`src/csr_sparse_matvec_sparse_vector_macros.svh`:
```
// ----------------------------------------------------------------------------
// csr_sparse_matvec_sparse_vector_macros
// Assertion helpers used by the top RTL file of the block.
// ----------------------------------------------------------------------------
`ifndef CSR_SPARSE_MATVEC_SPARSE_VECTOR_MACROS_SVH
`define CSR_SPARSE_MATVEC_SPARSE_VECTOR_MACROS_SVH

// same-cycle implication, clocked on i_clk, off during reset
`define CSRSMV_ASSERT_SAME(label, ante, cons, msg) \
    label: assert property (@(posedge i_clk) disable iff (!i_rst_n) \
        (ante) |-> (cons)) else $error(msg);

// next-cycle implication, clocked on i_clk, off during reset
`define CSRSMV_ASSERT_NEXT(label, ante, cons, msg) \
    label: assert property (@(posedge i_clk) disable iff (!i_rst_n) \
        (ante) |=> (cons)) else $error(msg);

`endif

```
`src/csrsmv_pkg.sv`:
```
// ----------------------------------------------------------------------------
// csrsmv_pkg
// Types and constants of the sparse matrix / sparse vector product block.
// ----------------------------------------------------------------------------
`default_nettype none

package csrsmv_pkg;

    localparam int MAX_VEC_ENTRIES = 1024;
    localparam int ADDR_W = (MAX_VEC_ENTRIES > 1) ? $clog2(MAX_VEC_ENTRIES) : 1;
    localparam int CNT_W = $clog2(MAX_VEC_ENTRIES + 1);

    localparam int IDX_W = 31;
    localparam int COEF_W = 32;
    localparam int ROW_W = 31;
    localparam int SUM_W = 64;
    localparam int KIND_W = 2;

    localparam int IN_TDATA_W = 96;
    localparam int OUT_TDATA_W = 96;

    typedef enum logic [KIND_W-1:0] {
        KIND_LOAD  = 2'd0,
        KIND_MAT   = 2'd1,
        KIND_EMPTY = 2'd2,
        KIND_CLEAR = 2'd3
    } t_kind;

    typedef struct packed {
        logic [IDX_W-1:0]         index;
        logic signed [COEF_W-1:0] coef;
    } t_vec_entry;

    typedef struct packed {
        logic              en;
        logic [ADDR_W-1:0] addr;
        t_vec_entry        data;
    } t_mem_wr;

    typedef struct packed {
        logic mul_en;
        logic acc_en;
        logic clr;
    } t_mac_ctrl;

endpackage

`default_nettype wire

```
`src/csrsmv_mac.sv`:
```
// ----------------------------------------------------------------------------
// csrsmv_mac
// Q16.16 x Q16.16 multiply into a saturating Q32.32 row accumulator.
// ----------------------------------------------------------------------------
`default_nettype none

module csrsmv_mac (
    input  wire logic                                i_clk,
    input  wire logic                                i_rst_n,
    input  wire csrsmv_pkg::t_mac_ctrl               i_ctrl,
    input  wire logic signed [csrsmv_pkg::COEF_W-1:0] i_a,
    input  wire logic signed [csrsmv_pkg::COEF_W-1:0] i_b,
    output logic signed [csrsmv_pkg::SUM_W-1:0]      o_acc
);

    localparam int SW = csrsmv_pkg::SUM_W;

    logic signed [SW-1:0] r_prod;
    logic signed [SW-1:0] r_acc;
    logic signed [SW-1:0] n_acc;
    logic signed [SW:0]   sum_ext;

    always_comb begin
        sum_ext = {r_acc[SW-1], r_acc} + {r_prod[SW-1], r_prod};
        if (sum_ext[SW] != sum_ext[SW-1]) begin
            n_acc = sum_ext[SW] ? {1'b1, {(SW-1){1'b0}}} : {1'b0, {(SW-1){1'b1}}};
        end else begin
            n_acc = sum_ext[SW-1:0];
        end
    end

    always_ff @(posedge i_clk) begin
        if (i_ctrl.mul_en) begin
            r_prod <= SW'(i_a) * SW'(i_b);
        end
    end

    always_ff @(posedge i_clk) begin
        if (!i_rst_n) begin
            r_acc <= '0;
        end else if (i_ctrl.clr) begin
            r_acc <= '0;
        end else if (i_ctrl.acc_en) begin
            r_acc <= n_acc;
        end
    end

    assign o_acc = r_acc;

endmodule

`default_nettype wire

```
`config.mk`:
```
export PLATFORM = sky130hd
export DESIGN_NAME = csrsmv_mac
export DESIGN_NICKNAME = d
export VERILOG_FILES = /design/src/csr_sparse_matvec_sparse_vector_macros.svh /design/src/csrsmv_pkg.sv /design/src/csrsmv_mac.sv
export SDC_FILE = /design/constraint.sdc
export NUM_CORES = 2
export LEC_CHECK = 0
export ABC_AREA = 1
export ABC_CLOCK_PERIOD_IN_PS = 9600
export BUFFER_PORTS_ARGS = -buffer_cell sky130_fd_sc_hd__buf_2
export CAP_MARGIN = 10
export CORE_UTILIZATION = 60
export DETAILED_ROUTE_END_ITERATION = 7
export GPL_TIMING_DRIVEN = 1
export PLACE_DENSITY = 0.86
export SYNTH_ARGS = -nofsm -noshare
export SYNTH_HDL_FRONTEND = slang
export SYNTH_SLANG_ARGS = --single-unit
export TNS_END_PERCENT = 100
```
`constraint.sdc`:
```
create_clock -name i_clk -period 9.6 [get_ports i_clk]
set_clock_uncertainty 0.15 [all_clocks]
set_input_delay 0.96 -clock i_clk [delete_from_list [all_inputs] [get_ports i_clk]]
set_output_delay 0.96 -clock i_clk [all_outputs]
set_load 0.01 [all_outputs]
```
==> flow_metrics.env <==
export IMPL_cts_root_buf="clkbuf_16"
export IMPL_coreArea_mm2=0.0776
export IMPL_worstMarginPinSlew_ps=932
export IMPL_clkTransAtPathRegs_ps=60
export IMPL_routabilityCongestion=1.00
export IMPL_synth_ff_type="edfxtp_1"
export IMPL_die_h_um=282
export IMPL_ys_warn_count=0
export IMPL_grt_max_degree=74
export IMPL_rsz0062_at_grt="false"
export IMPL_cts_tree="yes"
export IMPL_maxSlewHeadroom_pct=37.9
export IMPL_dp_cells=7039
export IMPL_avgRoutedWirePerCell_um=19.5
export IMPL_pre_cts_ws_ps=365
export IMPL_hold_buffers=0
export IMPL_synthToLayoutAreaGrowth_pct=4.41
export IMPL_syn_avg_cell_area_um2=7.82
export IMPL_wirelength_um=138000
export IMPL_crit_type="in -> reg"
export IMPL_pin_count=133
export IMPL_finalHoldViolCount=0
export IMPL_nNetsFinal=7418
export IMPL_fin_ws_ps=725
export IMPL_critPathMaxStageDelay_ps=650
export IMPL_htree_levels=4
export IMPL_ctsResizeCount=0
export IMPL_via_per_inst=5.50
export IMPL_drive_above_1_share_pct=5.19
export IMPL_start_util_pct=60.7
export IMPL_synth_seq_cells=128
export IMPL_crit_arrival_ps=8920
export IMPL_hpwlAfterDp_um=117000
export IMPL_first_pass_iters=6
export IMPL_fin_cells=7073
export IMPL_grt_overflow=0
export IMPL_worstPathRequired_ps=9640
export IMPL_rows=102
export IMPL_antenna_found_initial=4
export IMPL_period_share_pct=92.4
export IMPL_cts_setup_buffers=0
export IMPL_path_buf_inv=9
export IMPL_clock_sinks=128
export IMPL_finalSetupTns_ps=0
export IMPL_clock_latency_ps=460
export IMPL_final_cell_mix="1,767 x inv_1, 1,579 x nand2_1, 1,083 x fa_1"
export IMPL_setup_violations=0
export IMPL_cts_made_buffers=17
export IMPL_critPathCaptureType="register"
export IMPL_slowest_stage="fa_1"
export IMPL_synth_nets=7426
export IMPL_grt_pass1_wl_um=223000
export IMPL_drt_iter0_markers=3556
export IMPL_clock_fmax_mhz=113
export IMPL_status="completed"
export IMPL_die_area_mm2=0.0796
export IMPL_ys_seq_area_share_pct=6.80
export IMPL_grt_pass1_vias=42200
export IMPL_worst_setup_path_start_kind="primary input"
export IMPL_drc=0
export IMPL_cp_max_fo=32
export IMPL_path_delay_family="adder cells"
export IMPL_netlist_cell_type_count=44
export IMPL_grt_usage_pct=36.6
export IMPL_die_w_um=282
export IMPL_synthArstFlopShare_pct=0
export IMPL_cap_violations=0
export IMPL_io_buffers=132
export IMPL_holdWs_ps=380
export IMPL_fin_crit_ps=8870
export IMPL_synth_edff_count=64
export IMPL_worstHoldPathType="reg -> reg"
export IMPL_cts_buffer_depth=2
export IMPL_maxSlewViolCount=0
export IMPL_dr_total_vias=38900
export IMPL_syn_inst=6026
export IMPL_layout_cells_most_common="inv_1"
export IMPL_ant_nets=0
export IMPL_synth_cell_area_mm2=0.0471
-- path summary, 6_finish.rpt --
| path | endpoint | cells past startpoint | slack (ps) | from |
|---|---|---|---|---|
| hold reg to reg | o_acc[63] | 2 | 380 | o_acc[63] |
| setup reg to reg | o_acc[0] | 19 | 5480 | o_acc[0] |
| hold / removal | o_acc[63] | 2 | 380 | o_acc[63] |
| setup / recovery | r_prod[57] | 27 | 730 | i_b[5] |
-- cells in the mapped netlist, types with 5 or more instances --
library cell | count | area, µm²
a21o_1 | 17 | 128
a21oi_1 | 186 | 931
a21oi_2 | 21 | 184
a21oi_4 | 10 | 163
a31oi_1 | 18 | 113
and3_1 | 9 | 56.3
buf_4 | 7 | 52.6
clkbuf_1 | 205 | 769
dfxtp_1 | 64 | 1280
edfxtp_1 | 64 | 1920
fa_1 | 1083 | 21700
ha_1 | 248 | 3100
inv_1 | 1767 | 6630
nand2_1 | 1579 | 5930
nand2_2 | 18 | 113
nand3_1 | 93 | 465
nand4_1 | 19 | 119
nor2_1 | 252 | 946
nor2_2 | 9 | 56.3
nor3_1 | 19 | 95.1
nor4_1 | 5 | 31.3
o211ai_1 | 5 | 37.5
o21ai_0 | 121 | 606
o21bai_1 | 32 | 240
or2_2 | 23 | 144
xnor2_1 | 29 | 254
xor2_1 | 88 | 771
-- worst min-delay path, cell delays in order, from the launching register on --
cell and delay, ps:
dfxtp_1 360, o211ai_1 90, inv_1 50
-- per-layer routing --
metal | global-route usage, % | wire length, µm
met1 | 46.4 | 51600
met2 | 59.9 | 64400
met3 | 7.64 | 14800
met4 | 17.5 | 7270
met5 | 1.04 | 155
-- layout make-up --
class | instances | area [µm²]
inverters | 1769 | 6640
diodes | 2 | 5.00
fillers | 6526 | 28400
flip-flops and latches | 128 | 3200
multi-input cells | 3911 | 36400
clock inverters | 15 | 125
clock buffers | 17 | 425
repair buffers | 191 | 1100
well taps | 1040 | 1300
-- per-stage QoR --
stage / utilization, % / instance area (µm²)
after detailed placement: 62.7 / 48600
after global routing: 63.4 / 49200
final: 63.4 / 49200
after CTS: 63.4 / 49200
after global placement: 62.7 / 48600
after floorplan: - / 47100
-- cells by family after synthesis --
logic type	count (synthesis)	share of synthesized area, %
and+or+nand+nor	2039	17.1
DFF	128	6.80
adders and majority gates	1331	52.6
buffers and inverters	1987	16.0
AOI/OAI and AO/OA	424	5.33
xor gates and xnor gates	117	2.18
-- state kept, by name, indices dropped and copies added, names as in the netlist --
register and count:
o_acc 64, r_prod 64
Power is left out: the tool's default activity adds up to more than one toggle a clock period on the data nets, which glitch-free logic cannot reach.
